[config.mk]
export PLATFORM = sky130hd
export DESIGN_NAME = lzfw_front
export DESIGN_NICKNAME = d
export VERILOG_FILES = /design/src/hw/rtl/lzfw_pkg.sv /design/src/hw/rtl/lzfw_front.sv
export SDC_FILE = /design/constraint.sdc
export NUM_CORES = 1
export LEC_CHECK = 0
export BUFFER_PORTS_ARGS = -buffer_cell sky130_fd_sc_hd__clkbuf_2
export CORE_ASPECT_RATIO = 0.7
export CORE_MARGIN = 2
export CORE_UTILIZATION = 50
export CTS_CLUSTER_DIAMETER = 80
export DETAILED_ROUTE_END_ITERATION = 6
export PLACE_DENSITY = 0.77
export SYNTH_ARGS = -nofsm -noshare
export SYNTH_HDL_FRONTEND = slang
export SYNTH_SLANG_ARGS = --single-unit
export TNS_END_PERCENT = 50
[constraint.sdc]
create_clock -name clk -period 11.5 [get_ports clk]
set_clock_uncertainty 0.1 [all_clocks]
set_input_delay 0.575 -clock clk [delete_from_list [all_inputs] [get_ports clk]]
set_output_delay 0.575 -clock clk [all_outputs]
set_load 0.01 [all_outputs]
[src/hw/rtl/lzfw_pkg.sv]
// Package for the forward window writer: payload structs, command word,
// operation and register codes, sizing constants. No dependencies.
`timescale 1ns / 1ps

package lzfw_pkg;

  // Sizing
  localparam int BUF_DEPTH   = 65536;
  localparam int MAX_COUNT   = 64;
  localparam int ADDR_W      = $clog2(BUF_DEPTH);
  localparam int POS_W       = 17;
  localparam int DIST_W      = 16;
  localparam int CNT_W       = 7;
  localparam int QUEUE_DEPTH = 4;

  // Operation codes
  localparam logic [1:0] OP_LITERAL   = 2'd0;
  localparam logic [1:0] OP_COPY      = 2'd1;
  localparam logic [1:0] OP_FILL_COPY = 2'd2;

  // Configuration register indexes
  localparam logic REG_START = 1'b0;
  localparam logic REG_END   = 1'b1;

  typedef struct packed {
    logic [1:0]        operation;
    logic [7:0]        literal_byte;
    logic [DIST_W-1:0] distance;
    logic [CNT_W-1:0]  count;
    logic [7:0]        fill_byte;
  } in_item_t;

  typedef struct packed {
    logic        has_byte;
    logic [7:0]  byte_value;
    logic [15:0] byte_address;
    logic        status;
    logic        last;
  } out_item_t;

  typedef enum logic {
    CMD_RESULT,
    CMD_WRITE
  } cmd_kind_t;

  // Work handed from front to back. A literal is a one-byte write whose
  // byte travels in the fill field.
  typedef struct packed {
    cmd_kind_t         kind;
    logic              status;
    logic [7:0]        fill;
    logic [ADDR_W-1:0] addr;
    logic [DIST_W-1:0] back_dist;
    logic [CNT_W-1:0]  cnt;
    logic [CNT_W-1:0]  pre;
  } cmd_t;

endpackage

[src/hw/rtl/lzfw_front.sv]
// Front end: holds configuration and the write position, checks each
// accepted item and turns it into a command. Uses lzfw_pkg.
`timescale 1ns / 1ps

module lzfw_front (
  input  logic                              clk,
  input  logic                              rst_n,
  input  logic                              cfg_we,
  input  logic                              cfg_index,
  input  logic [lzfw_pkg::POS_W-1:0]        cfg_wdata,
  input  logic                              push,
  input  lzfw_pkg::in_item_t                item,
  output lzfw_pkg::cmd_t                    cmd
);

  logic [lzfw_pkg::POS_W-1:0] start_r, start_nxt;
  logic [lzfw_pkg::POS_W-1:0] end_r, end_nxt;
  logic [lzfw_pkg::POS_W-1:0] wp_r, wp_nxt;
  logic [lzfw_pkg::POS_W-1:0] end_use;
  logic [lzfw_pkg::POS_W:0]   pos_cnt;
  logic [lzfw_pkg::POS_W:0]   src_sum;
  logic [lzfw_pkg::POS_W:0]   pre_diff;
  logic                       src_early;
  logic                       copy_err;
  logic                       lit_err;

  // Clamp end to the buffer and form the range sums
  always_comb begin
    end_use   = (end_r < lzfw_pkg::POS_W'(lzfw_pkg::BUF_DEPTH)) ? end_r
                : lzfw_pkg::POS_W'(lzfw_pkg::BUF_DEPTH);
    pos_cnt   = {1'b0, wp_r} + (lzfw_pkg::POS_W+1)'(item.count);
    src_sum   = {1'b0, start_r} + (lzfw_pkg::POS_W+1)'(item.distance);
    src_early = src_sum > {1'b0, wp_r};
    pre_diff  = src_sum - {1'b0, wp_r};
    lit_err   = wp_r >= end_use;
    copy_err  = (item.operation != lzfw_pkg::OP_COPY &&
                 item.operation != lzfw_pkg::OP_FILL_COPY) ||
                item.distance == '0 ||
                item.count > lzfw_pkg::CNT_W'(lzfw_pkg::MAX_COUNT) ||
                pos_cnt > {1'b0, end_use} ||
                (item.operation == lzfw_pkg::OP_COPY && src_early);
  end

  // Classify the item and advance the write position
  always_comb begin
    cmd.kind      = lzfw_pkg::CMD_RESULT;
    cmd.status    = 1'b1;
    cmd.fill      = item.fill_byte;
    cmd.addr      = wp_r[lzfw_pkg::ADDR_W-1:0];
    cmd.back_dist = item.distance;
    cmd.cnt       = item.count;
    cmd.pre       = '0;
    wp_nxt        = wp_r;
    if (item.operation == lzfw_pkg::OP_LITERAL) begin
      if (!lit_err) begin
        cmd.kind   = lzfw_pkg::CMD_WRITE;
        cmd.status = 1'b0;
        cmd.fill   = item.literal_byte;
        cmd.cnt    = lzfw_pkg::CNT_W'(1);
        cmd.pre    = lzfw_pkg::CNT_W'(1);
        wp_nxt     = wp_r + lzfw_pkg::POS_W'(1);
      end
    end else if (!copy_err) begin
      cmd.status = 1'b0;
      if (item.count != '0) begin
        cmd.kind = lzfw_pkg::CMD_WRITE;
        wp_nxt   = pos_cnt[lzfw_pkg::POS_W-1:0];
        if (item.operation == lzfw_pkg::OP_FILL_COPY && src_early) begin
          cmd.pre = (pre_diff > (lzfw_pkg::POS_W+1)'(item.count)) ? item.count
                    : pre_diff[lzfw_pkg::CNT_W-1:0];
        end
      end
    end
  end

  // Hold configuration; a start write reloads the write position
  always_comb begin
    start_nxt = start_r;
    end_nxt   = end_r;
    if (cfg_we) begin
      if (cfg_index == lzfw_pkg::REG_START) begin
        start_nxt = cfg_wdata;
      end else begin
        end_nxt = cfg_wdata;
      end
    end
  end

  always_ff @(posedge clk) begin
    if (!rst_n) begin
      start_r <= '0;
      end_r   <= lzfw_pkg::POS_W'(lzfw_pkg::BUF_DEPTH);
      wp_r    <= '0;
    end else begin
      start_r <= start_nxt;
      end_r   <= end_nxt;
      if (cfg_we && cfg_index == lzfw_pkg::REG_START) begin
        wp_r <= cfg_wdata;
      end else if (push) begin
        wp_r <= wp_nxt;
      end
    end
  end

endmodule

==> impl_metrics.ini <==
[status]
outcome = complete, no violations

[power]
p_per_area_nw_per_um2 = 110
p_total_mw = 0.730
intPower_mw = 0.425
pwr-share-clk_pct = 21.5
power.switching_mw = 0.305
swShare_pct = 41.8
leakagePower_nw = 2.92
ir_drop_mv = 0.0765
p_comb_share_pct = 50.9
seqPwrFrac_pct = 27.6

[floorplanning]
die_area_um2 = 13000
core_um2 = 11700
die_w_um = 135
rows = 33
num_io_pins = 119
die_h_um = 95.9
initial_core_util_pct = 51.5

[final_layout]
stdcell_count = 1041
syn_to_final_growth_pct = 10.3
insertedDiodeCount = 0
layout-drive-gt1-share_pct = 17.6
final_common_cell = clkbuf_2
final_cell_mix = clkbuf_2, nand2_1, ha_1, a21oi_1, nor2_1
nets = 1034

[setup_path]
crit_top_cell = o21ai_0
r2r_slack_ns = 6.01
critPathCapture = cmd[0]
r2r-end = wp_r[8]
r2r_cells = 22
cp-start-kind = input pin
endpoint_kind = output port
slowest_stage = a2111oi_0
cpPeakStageDelay_ns = 0.42
worstReg2RegStart = start_r[0]
crit_arrival_ns = 5.67
critical_path_class = in2out
crit_fanout = 8
startpoint = item[15]
crit_required_ns = 10.83

[synth]
synth_enable_flop_cells = 0
async_flop_share_pct = 0
ys_types = 70
yosysWarningCount = 0
synth_seq_area_share_pct = 16.9
netlist_area_um2 = 6030
synth_nets = 964
syn_avg_cell_area_um2 = 7.42
syn_inst = 813
synthFlopType = dfxtp_1
ys_seq_elements = 51

[clocking]
cts_hold_buf = 0
cts_setup_buffers = 0
root_buffer = clkbuf_16
clk_pin_slew_ns = 0.06
cts_buffers = 5
cts.sinks = 51
tritoncts = yes
h-tree-depth = 2
clkLatencyLatePin_ns = 0.29
cts_resized = 0
cts.path.max_buffers = 2

[detailed_routing]
drt_wl_total_mm = 18.9
ant_nets = 0
route.met3.wl_mm = 2.49
wl_per_cell_um = 18.2
via_per_inst = 6.08
drt-met1-wl_mm = 9.02
route.met2.wl_mm = 7.15
via_count = 6325
route.detailed.drc = 0
top_layer = met4
first_pass_iters = 7
drt_iter0_markers = 551

[sta]
tightest_slew_ns = 0.773
setup_slack_ns = 5.16
maxSlewViolCount = 0
final-setup-viol-count = 0
clock.fmax_mhz = 158
setup_tns_ns = 0
slew_headroom_pct = 48.5
finalHoldViolations = 0
rsz0062_at_grt = no
post-route-period-util_pct = 55.2
period_needed_ns = 6.34

[grt]
grt_pass1_wl_mm = 29.0
antenna_found_initial = 0
grt.overflow.total = 0
grt_pass1_vias = 5428
grt_max_degree = 38
track_usage_pct = 28.8

[place]
port_buffers = 118
post-place-ws_ns = 5.27
gp_congestion = 0.976
dp.cells = 1033
hpwl_mm = 15.5

[min_path]
holdCritPathClass = reg2reg

[flow_run]
maxCapViolCount = 0
## critical path: cells and delay by family
kind                     cells  cell delay (ns)
AO/OA/AOI/OAI               12             2.63
adder cells (fa/ha/maj)      3             0.95
AND/OR/NAND/NOR              5             0.74
buffers and inverters        4             0.42
multiplexers                 1             0.18
XOR/XNOR                     1             0.15
## registers in the layout, summed over array words and instances, names as in the netlist
signal / count
start_r: 17
end_r: 17
wp_r: 17
## cell type report
class                      instances  area (µm²)
sequential                        51        1020
tap                              157         196
multi-input combinational        650        4470
fill                            1126        5070
clock buffer                       8         156
timing repair buffer             120         606
inverter                          55         206
## power by group through the flow
stage / registers (mW) / clock network (mW) / logic, mW
after detailed placement: 0.205 / 0 / 0.360
after floorplan: 0.199 / 0 / 0.267
after global routing: 0.203 / 0.164 / 0.407
after CTS: 0.201 / 0.157 / 0.363
final: 0.202 / 0.157 / 0.372
after global placement: 0.204 / 0 / 0.360
## Yosys cell counts (3+ instances only)
library cell | n | area share, %
mux2i_1 | 10 | 1.7
xnor2_1 | 34 | 4.9
mux2_2 | 11 | 2.1
o21ai_0 | 45 | 3.7
inv_1 | 51 | 3.2
nor2_1 | 60 | 3.7
fa_1 | 3 | 1.0
dfxtp_1 | 51 | 17
o21bai_1 | 3 | 0.37
buf_1 | 4 | 0.25
ha_1 | 85 | 18
o22ai_1 | 5 | 0.52
a2111oi_0 | 4 | 0.58
nand4_1 | 23 | 2.4
buf_2 | 3 | 0.25
nand3_1 | 17 | 1.4
nor4_1 | 7 | 0.73
a21o_1 | 8 | 1.0
o211ai_1 | 4 | 0.50
nor3_1 | 13 | 1.1
xor2_1 | 9 | 1.3
o21a_1 | 11 | 1.4
a211oi_1 | 11 | 1.4
nor2b_1 | 10 | 1.0
a21oi_1 | 84 | 7.0
a31oi_1 | 9 | 0.93
buf_4 | 32 | 4.0
nand2_1 | 116 | 7.2
clkbuf_1 | 18 | 1.1
and3_1 | 4 | 0.41
nand2b_1 | 7 | 0.73
o31a_1 | 5 | 0.73
## metal layers
layer | vias to the layer above | GRT usage, %
li1 | 3034 | -
met2 | 376 | 40.7
met1 | 2895 | 44.6
met4 | 0 | 5.99
met5 | - | 0
met3 | 20 | 5.48
## logic make-up after synthesis
family,synth area share [%]
simple gates,21.7
compound gates,23.8
buf+inv,9.02
fa+ha+maj,18.6
flops,16.9
xor+xnor,6.24
mux,3.71
## per-stage QoR
stage / hold slack, ns / util (%) / area, µm²
after detailed placement: 0.348 / 55.4 / 6500
after global placement: 0.344 / 55.4 / 6500
after CTS: 0.356 / 56.7 / 6650
after global routing: 0.377 / 56.7 / 6650
final: 0.357 / 56.7 / 6650
after floorplan: 0.332 / - / 6030
## worst min path at each step
stage | endpoint | from | slack, ns | cells after the start
5_1_grt | end_r[13] | end_r[13] | 0.38 | 2
2_1_floorplan | end_r[0] | end_r[0] | 0.33 | 2
4_1_cts | end_r[12] | end_r[12] | 0.36 | 2
3_5_place_dp | end_r[12] | end_r[12] | 0.35 | 2
6_report | end_r[11] | end_r[11] | 0.36 | 2
3_3_place_gp | end_r[10] | end_r[10] | 0.34 | 2
Note: power is estimated with default switching activity, not from simulation.
