## config.mk

```make
export PLATFORM = sky130hd
export DESIGN_NAME = lzfw_queue
export DESIGN_NICKNAME = d
export VERILOG_FILES = /design/src/hw/rtl/lzfw_pkg.sv /design/src/hw/rtl/lzfw_queue.sv
export SDC_FILE = /design/constraint.sdc
export NUM_CORES = 1
export LEC_CHECK = 0
export BUFFER_PORTS_ARGS = -buffer_cell sky130_fd_sc_hd__buf_4
export CAP_MARGIN = 40
export CORE_ASPECT_RATIO = 1.2
export CORE_MARGIN = 1
export CORE_UTILIZATION = 30
export DETAILED_ROUTE_END_ITERATION = 8
export GPL_ROUTABILITY_DRIVEN = 0
export PLACE_DENSITY_LB_ADDON = 0.2
export SYNTH_ARGS = -nofsm -noshare
export SYNTH_HDL_FRONTEND = slang
export SYNTH_SLANG_ARGS = --single-unit
```

## constraint.sdc

```tcl
create_clock -name clk -period 2.6 [get_ports clk]
set_input_delay 0 -clock clk [delete_from_list [all_inputs] [get_ports clk]]
set_output_delay 0 -clock clk [all_outputs]
set_load 0.01 [all_outputs]
```

## src/hw/rtl/lzfw_pkg.sv

```systemverilog
// Package for the forward window writer: payload structs, command word,
// operation and register codes, sizing constants. No dependencies.
`timescale 1ns / 1ps

package lzfw_pkg;

  // Sizing
  localparam int BUF_DEPTH   = 65536;
  localparam int MAX_COUNT   = 64;
  localparam int ADDR_W      = $clog2(BUF_DEPTH);
  localparam int POS_W       = 17;
  localparam int DIST_W      = 16;
  localparam int CNT_W       = 7;
  localparam int QUEUE_DEPTH = 4;

  // Operation codes
  localparam logic [1:0] OP_LITERAL   = 2'd0;
  localparam logic [1:0] OP_COPY      = 2'd1;
  localparam logic [1:0] OP_FILL_COPY = 2'd2;

  // Configuration register indexes
  localparam logic REG_START = 1'b0;
  localparam logic REG_END   = 1'b1;

  typedef struct packed {
    logic [1:0]        operation;
    logic [7:0]        literal_byte;
    logic [DIST_W-1:0] distance;
    logic [CNT_W-1:0]  count;
    logic [7:0]        fill_byte;
  } in_item_t;

  typedef struct packed {
    logic        has_byte;
    logic [7:0]  byte_value;
    logic [15:0] byte_address;
    logic        status;
    logic        last;
  } out_item_t;

  typedef enum logic {
    CMD_RESULT,
    CMD_WRITE
  } cmd_kind_t;

  // Work handed from front to back. A literal is a one-byte write whose
  // byte travels in the fill field.
  typedef struct packed {
    cmd_kind_t         kind;
    logic              status;
    logic [7:0]        fill;
    logic [ADDR_W-1:0] addr;
    logic [DIST_W-1:0] back_dist;
    logic [CNT_W-1:0]  cnt;
    logic [CNT_W-1:0]  pre;
  } cmd_t;

endpackage

```

## src/hw/rtl/lzfw_queue.sv

```systemverilog
// Short command queue between front and back end. Uses lzfw_pkg.
`timescale 1ns / 1ps

module lzfw_queue (
  input  logic           clk,
  input  logic           rst_n,
  input  logic           push,
  input  lzfw_pkg::cmd_t push_cmd,
  output logic           full,
  input  logic           pop,
  output logic           head_valid,
  output lzfw_pkg::cmd_t head_cmd
);

  localparam int PtrW = $clog2(lzfw_pkg::QUEUE_DEPTH);

  lzfw_pkg::cmd_t   entry_r [lzfw_pkg::QUEUE_DEPTH];
  logic [PtrW-1:0]  wr_ptr_r;
  logic [PtrW-1:0]  rd_ptr_r;
  logic [PtrW:0]    fill_r, fill_nxt;

  assign full       = fill_r == (PtrW+1)'(lzfw_pkg::QUEUE_DEPTH);
  assign head_valid = fill_r != '0;
  assign head_cmd   = entry_r[rd_ptr_r];

  always_comb begin
    fill_nxt = fill_r;
    if (push && !pop) begin
      fill_nxt = fill_r + (PtrW+1)'(1);
    end else if (pop && !push) begin
      fill_nxt = fill_r - (PtrW+1)'(1);
    end
  end

  // Store entries
  always_ff @(posedge clk) begin
    if (push) begin
      entry_r[wr_ptr_r] <= push_cmd;
    end
  end

  // Advance pointers and fill level
  always_ff @(posedge clk) begin
    if (!rst_n) begin
      wr_ptr_r <= '0;
      rd_ptr_r <= '0;
      fill_r   <= '0;
    end else begin
      if (push) begin
        wr_ptr_r <= wr_ptr_r + PtrW'(1);
      end
      if (pop) begin
        rd_ptr_r <= rd_ptr_r + PtrW'(1);
      end
      fill_r <= fill_nxt;
    end
  end

endmodule

```

==> results of run 1 <==
metrics by stage:
step | power, uW | hold slack (ns) | instance area (um2)
floorplan | 4935 | 0.09887 | 8562
global placement | 5376 | 0.1990 | 9940
detailed placement | 5401 | 0.2026 | 9940
CTS | 8772 | 0.2117 | 11290
global route | 8955 | 0.2259 | 11290
finish | 8631 | 0.2386 | 11290
power breakdown:
part           switching, uW  total, uW  internal (uW)
logic                    437        978            541
registers               76.7       4390           4310
clock network           1380       3270           1880
state kept, by name (all words and copies together), names as in the netlist, named ones only:
signal / flops
entry_r: 224
wr_ptr_r: 2
rd_ptr_r: 2
fill_r: 3
cells in the mapped netlist, drive strengths merged:
master / count
clkbuf: 1
a21boi: 1
xnor2: 2
edfxtp: 224
mux2i: 2
dfxtp: 9
nand2: 1
or3: 2
and2: 9
nor2b: 2
buf: 11
ha: 5
o21ai: 1
nor3b: 1
mux4: 56
fa: 1
xor2: 3
inv: 4
worst paths after layout:
kind	from	end	cells past startpoint
hold / removal	push_cmd[19]	entry_r[2][19]$_DFFE_PP_	2
setup reg to reg	wr_ptr_r[0]$_SDFFE_PN0P_	entry_r[3][49]$_DFFE_PP_	3
setup / recovery	register	head_cmd[18]	3
hold reg to reg	fill_r[2]$_SDFFE_PN0P_	fill_r[2]$_SDFFE_PN0P_	2
cell families after synthesis:
family,after synthesis,share of synthesized area
adder cells (fa/ha/maj),6,0.009645
buffers and inverters,16,0.01666
XOR/XNOR,5,0.005116
multiplexers,58,0.1496
flip-flops,233,0.8067
AO/OA/AOI/OAI,2,0.001461
AND/OR/NAND/NOR,15,0.01081
per-layer routing:
| metal | vias to the layer above | track usage |
|---|---|---|
| li1 | 1824 | - |
| met1 | 2137 | 0.1378 |
| met5 | - | 0 |
| met4 | 0 | 0.04035 |
| met3 | 30 | 0.02410 |
| met2 | 90 | 0.2146 |
area by class of cell:
cell class              instances  area, um2  share of cell area
inverters                       4      15.01            0.001330
repair buffers                185       1614              0.1429
clock inverters                11      92.59            0.008199
flip-flops and latches        233       6914              0.6123
well taps                     379      474.2             0.04199
clock buffers                  34      659.4             0.05839
multi-input cells              86       1523              0.1348
worst max-delay path: stages (launching register included):
cell and delay, ns:
dfxtp_4 0.56, buf_4 0.35, mux4_2 0.57, buf_4 0.17
==> flow_summary.ini, run 1 <==
[outcome]
outcome = completed

[logic_synthesis]
synth_fp_nets = 401
synth_cells = 335
yosysTopAreaCellShare = 0.7856
synth_area_leaders = edfxtp_1, mux4_2, dfxtp_1
syn_area_um2 = 8562
synth_top_area_cell = edfxtp_1
synth_cell_types = 21
syn_area_per_cell_um2 = 25.56
ys_warn_count = 0
yosysSeqAreaShare = 0.8067
yosys_register_bits = 233

[sta]
finalSetupViolations = 0
skew_ns = 0.008240
finalCritPeriodShare = 0.8351
report.final.slew_viol_count = 0
timing.slew.headroom = 0.6872
fmax_mhz = 460.6
finalHoldViolations = 0
tns_ns = 0
tightest_slew_ns = 0.4693
rsz0062_at_grt = no
worst_slack_ns = 0.4288
min_period_ns = 2.171

[clocking]
cts_tree = built
clk_latency_ns = 0.51
cts_root_buffer = clkbuf_16
post_cts_buffers = 0
cts.path.max_buffers = 3
cts.sinks = 233
cts_inserted_buffers = 25
cts.clk_slew.worst_paths_ns = 0.06
cts_hold_buf = 60
ctsResizeCount = 0
ctsHtreeMaxLevel = 1

[route]
wl_met3_um = 801
ant_nets = 0
drt-initial-drc-count = 213
top_layer = met4
met2WireLength_um = 9119
m1WireLength_um = 6740
wirelength_um = 17060
drcViolationCount = 0
via_per_inst = 4.379
first_pass_iters = 4
dr_total_vias = 4081
wl_per_cell_um = 18.30

[grt]
antenna_found_initial = 0
grt_pass1_wl_um = 25900
grt_util_all_layers = 0.1185
grt_max_degree = 35
grt_pass1_vias = 4615
grt_overflow = 0

[placed_design]
io_buffers = 117
dp_hpwl_um = 9937
post-place-ws_ns = 0.9221
dp.cells = 827

[finish]
layout_common_cells = edfxtp_1, buf_4, dlygate4sd3_1
area_delta_synth_final_pct = 31.89
nNetsFinal = 601
diodes = 0
fill_cells = 2552
final_layout_size_suffix_gt1_frac = 0.3996
final_common_cell = edfxtp_1
fin_cells = 932
fin_util = 0.4033

[critical_path]
start_kind = register
r2r_setup_slack_ns = 0.96
path_class = register to primary output
worst_setup_path_end_kind = primary output
cp.arrival_ns = 2.17
crit_fanout = 16
critPathRequiredTime_ns = 2.60

[pwr]
cellLeakagePower_uw = 0.003814
powerDensity_nw_per_um2 = 764.4
ir_drop_v = 0.0004463

[run]
drv_cap = 0

[die]
start_util = 0.3058
dieArea_um2 = 29220
rows = 67
chipWidth_um = 156.2
core_um2 = 28000
fp.dieH_um = 187.1
io_pins = 118

[min_path]
hold_class = input pin to register
Power figures use the tool's default switching activity.
==> inputs of run 2 (changes only) <==
Clock period 2.6 ns to 2.2 ns, I/O delays scaled along.
==> flow_summary.ini, run 2 (synthesis results as in run 1) <==
[route]
drcViolationCount = 0
wl_per_cell_um = 18.05
ant_nets = 0
drt-initial-drc-count = 136
wirelength_um = 16830
first_pass_iters = 4
dr_total_vias = 4078
via_per_inst = 4.376

[placed_design]
post-place-ws_ns = 0.5680
io_buffers = 117
dp_hpwl_um = 9529
dp.cells = 829

[critical_path]
path_class = register to primary output
cp.arrival_ns = 2.07
reg2reg_to = entry_r[0][52]$_DFFE_PP_
r2r_setup_slack_ns = 0.60
critPathCapture = head_cmd[14]
start_kind = register
crit_fanout = 14
worst_setup_path_end_kind = primary output
reg2regPathDepth = 4
r2r_start = wr_ptr_r[0]$_SDFFE_PN0P_
critPathRequiredTime_ns = 2.20

[finish]
fin_cells = 932
top_register = entry_r
largest_register_ff_count = 224
area_delta_synth_final_pct = 32.43
diodes = 0
reg_top3 = entry_r: 224 flops, fill_r: 3 flops
layout_common_cells = edfxtp_1, buf_4, dlygate4sd3_1
final_layout_size_suffix_gt1_frac = 0.3996
final_common_cell = edfxtp_1
nNetsFinal = 603
fill_cells = 2528

[clocking]
clk_latency_ns = 0.51
post_cts_buffers = 0
cts.path.max_buffers = 3
cts_tree = built
cts_inserted_buffers = 24
cts_root_buffer = clkbuf_16
ctsHtreeMaxLevel = 1
cts.sinks = 233
cts.clk_slew.worst_paths_ns = 0.06

[sta]
report.final.slew_viol_count = 0
tightest_slew_ns = 0.3930
fmax_mhz = 482.0
tns_ns = 0
finalHoldViolations = 0
whs_ns = 0.2296
rsz0062_at_grt = no
skew_ns = 0.006284
min_period_ns = 2.075
finalSetupViolations = 0
worst_slack_ns = 0.1255
finalCritPeriodShare = 0.9430
timing.slew.headroom = 0.7380

[die]
start_util = 0.3058
fp.dieH_um = 187.1
rows = 67
core_um2 = 28000
dieArea_um2 = 29220
chipWidth_um = 156.2
io_pins = 118

[pwr]
p_total_uw = 10240
p_clk_frac = 0.379
seqPwrFrac = 0.504
p_int_uw = 8053
combPwrFrac = 0.116
cellLeakagePower_uw = 0.003844
swShare = 0.2134
p_switching_uw = 2184
ir_drop_v = 0.0004646
powerDensity_nw_per_um2 = 902.9

[outcome]
outcome = completed

[grt]
grt_pass1_vias = 4481
grt_max_degree = 57
grt_overflow = 0
antenna_found_initial = 0
grt_pass1_wl_um = 25450
grt_util_all_layers = 0.1158

[run]
drv_cap = 0

[min_path]
hold_class = input pin to register
run 2: cell count changes in the layout (fill, tap and decap cells not counted):
cell,before,now
buf_4,119,121
clkbuf_1,9,7
clkinv_1,2,4
clkinvlp_4,2,0
buf_12,6,5
buf_16,0,1
bufinv_16,1,2
clkbuf_16,25,26
clkinv_2,4,3
clkinv_4,1,0
inv_6,0,1
inv_8,1,0
run 2: worst min-delay path by stage:
stage / start / to / slack (ns) / cells past startpoint
after global routing: push_cmd[1] / entry_r[2][1]$_DFFE_PP_ / 0.22 / 2
final: push_cmd[46] / entry_r[0][46]$_DFFE_PP_ / 0.23 / 2
after detailed placement: push_cmd[17] / entry_r[2][17]$_DFFE_PP_ / 0.20 / 1
after floorplan: push_cmd[0] / entry_r[0][0]$_DFFE_PP_ / 0.1 / 0
after global placement: push_cmd[21] / entry_r[0][21]$_DFFE_PP_ / 0.20 / 1
after CTS: push_cmd[46] / entry_r[0][46]$_DFFE_PP_ / 0.20 / 2
run 2: worst max-delay path: stages, from the launching register on:
cell	delay (ns)
dfxtp_4	0.54
buf_4	0.29
mux4_2	0.55
buf_4	0.17
run 2: cell type report:
type | instances | area (um2) | area share
clock inverter | 10 | 98.84 | 0.008718
tap | 379 | 474.2 | 0.04182
sequential | 233 | 6914 | 0.6098
timing repair buffer | 188 | 1662 | 0.1465
multi-input combinational | 86 | 1523 | 0.1343
clock buffer | 32 | 651.9 | 0.05749
inverter | 4 | 15.01 | 0.001324
run 2: power groups by stage:
stage	Combinational [uW]	Clock, uW	Sequential [uW]
2_1_floorplan	600	0	5230
3_3_place_gp	1110	0	5250
3_5_place_dp	1120	0	5260
4_1_cts	1220	4010	5170
5_1_grt	1290	4170	5180
6_report	1190	3880	5160
run 2: per-layer routing:
metal | part of all wire | GRT usage | vias to the layer above
met2 | 0.53 | 0.2079 | 85
met5 | 0 | 0 | -
met4 | 0.022 | 0.03733 | 0
li1 | - | - | 1823
met1 | 0.41 | 0.1388 | 2141
met3 | 0.043 | 0.02108 | 29
run 2: timing repair:
action / CTS / global route
endpoints found under the hold margin: 233 / 0
setup endpoints to repair: 0 / 29
resized for setup: 0 / 1
hold buffers: 60 / 0
run 2: per-stage QoR:
stage,instance area (um2),util
after detailed placement,9955,0.3555
final,11340,0.4050
after global routing,11340,0.4050
after floorplan,8567,-
after CTS,11310,0.4038
after global placement,9955,0.3555
==> inputs of run 3 (changes only) <==
Settings changed: PLACE_DENSITY_LB_ADDON 0.2 to default.
==> flow_summary.ini, run 3 (synthesis results as in run 1) <==
[outcome]
outcome = completed

[sta]
min_period_ns = 2.021
report.final.slew_viol_count = 0
timing.slew.headroom = 0.6971
tightest_slew_ns = 0.4543
tns_ns = 0
finalHoldViolations = 0
finalSetupViolations = 0
finalCritPeriodShare = 0.9186
fmax_mhz = 494.8
skew_ns = 0.006703
rsz0062_at_grt = no

[pwr]
cellLeakagePower_uw = 0.003824
ir_drop_v = 0.0004108
swShare = 0.2123
p_int_uw = 8155
powerDensity_nw_per_um2 = 914.3
p_switching_uw = 2198
p_clk_frac = 0.389
combPwrFrac = 0.113
p_total_uw = 10350
seqPwrFrac = 0.499

[critical_path]
path_class = register to primary output
slowest_delay_ns = 0.58
worst_setup_path_end_kind = primary output
cp_slowest_cell = mux4_2
path_cells = buf_4 > mux4_2 > buf_4
cp_common_cell = buf_4
r2r_start = fill_r[0]$_SDFFE_PN0P_
crit_cells = 3
crit_buf_inv = 2
critPathCapture = head_cmd[2]
cp_top_family = multiplexers
reg2reg_to = fill_r[2]$_SDFFE_PN0P_
critPathRequiredTime_ns = 2.20
r2r_setup_slack_ns = 0.65
cp.arrival_ns = 2.02
reg2regPathDepth = 4
start_kind = register
crit_fanout = 21

[placed_design]
io_buffers = 117
post_dp_cell_area_um2 = 9932
dp.cells = 826

[die]
rows = 67
fp.dieH_um = 187.1
core_um2 = 28000
chipWidth_um = 156.2
start_util = 0.3058
dieArea_um2 = 29220
io_pins = 118

[clocking]
cts_tree = built
cts_inserted_buffers = 24
cts.sinks = 233
cts.clk_slew.worst_paths_ns = 0.06
clk_latency_ns = 0.51
ctsHtreeMaxLevel = 1
post_cts_buffers = 0
cts.path.max_buffers = 3
cts_root_buffer = clkbuf_16

[route]
drcViolationCount = 0
via_per_inst = 4.327
dr_total_vias = 4024
wirelength_um = 16590
drt-initial-drc-count = 156
wl_per_cell_um = 17.84
first_pass_iters = 5
ant_nets = 0

[grt]
grt_pass1_vias = 4607
grt_overflow = 0
grt_max_degree = 57
antenna_found_initial = 1
grt_util_all_layers = 0.1167
grt_pass1_wl_um = 25880

[min_path]
hold_class = input pin to register

[finish]
nNetsFinal = 599
fin_cells = 930
fin_util = 0.4044
area_delta_synth_final_pct = 32.25
top_register = entry_r
reg_top3 = entry_r: 224 flops, fill_r: 3 flops
final-seq-area_um2 = 6914
layout_common_cells = edfxtp_1, buf_4, dlygate4sd3_1
fill_cells = 2519
largest_register_ff_count = 224
postLayoutCellArea_um2 = 11320
multi_input_area_um2 = 1523
final_common_cell = edfxtp_1
final_layout_size_suffix_gt1_frac = 0.4018

[run]
drv_cap = 0
## run 3: cell types whose count changed in the layout (fill, tap and decap cells not counted)
cell / change
buf_12: +1
inv_6: -1
buf_16: -1
clkinv_1: -1
clkinv_2: +1
clkbuf_16: -1
clkbuf_1: -2
bufinv_16: +1
buf_4: -3
clkinvlp_4: +3
diode_2: +1
## run 3: how the worst min path moves through the flow
stage	from	endpoint	slack [ns]	cells past startpoint
2_1_floorplan	push_cmd[0]	entry_r[0][0]$_DFFE_PP_	0.1	0
3_3_place_gp	push_cmd[1]	entry_r[1][1]$_DFFE_PP_	0.20	1
3_5_place_dp	push_cmd[8]	entry_r[3][8]$_DFFE_PP_	0.20	1
4_1_cts	push_cmd[22]	entry_r[3][22]$_DFFE_PP_	0.21	2
5_1_grt	push_cmd[55]	entry_r[3][55]$_DFFE_PP_	0.21	2
6_report	push_cmd[55]	entry_r[3][55]$_DFFE_PP_	0.24	2
## run 3: power by group through the flow
stage          registers [uW]  logic [uW]  clock network, uW
2_1_floorplan            5230         600                  0
3_3_place_gp             5250        1090                  0
3_5_place_dp             5260        1110                  0
4_1_cts                  5170        1210               4140
5_1_grt                  5180        1270               4300
6_report                 5160        1170               4020
## run 3: cell type report
class	count	area share
well taps	379	0.04188
clock inverters	13	0.01271
diodes	1	0.0002210
clock buffers	30	0.05691
flip-flops and latches	233	0.6106
multi-input cells	86	0.1345
repair buffers	184	0.1419
inverters	4	0.001326
## run 3: metal layers
layer | share of wire | GRT usage
met1 | 0.41 | 0.1429
met2 | 0.52 | 0.2035
met3 | 0.053 | 0.02827
met4 | 0.017 | 0.03205
met5 | 0 | 0
## run 3: what timing repair did
item / in CTS / in global routing
endpoints found under the hold margin: 233 / 0
hold buffers: 60 / 0
setup endpoints to repair: 0 / 0
gates resized for setup: 0 / 0
## run 3: through the flow
stage          hold WS (ns)  setup WS, ns
2_1_floorplan       0.09887        0.5184
3_3_place_gp         0.1976        0.6660
3_5_place_dp         0.2037        0.6530
4_1_cts              0.2099        0.1028
5_1_grt              0.2105       0.05283
6_report             0.2365        0.1790
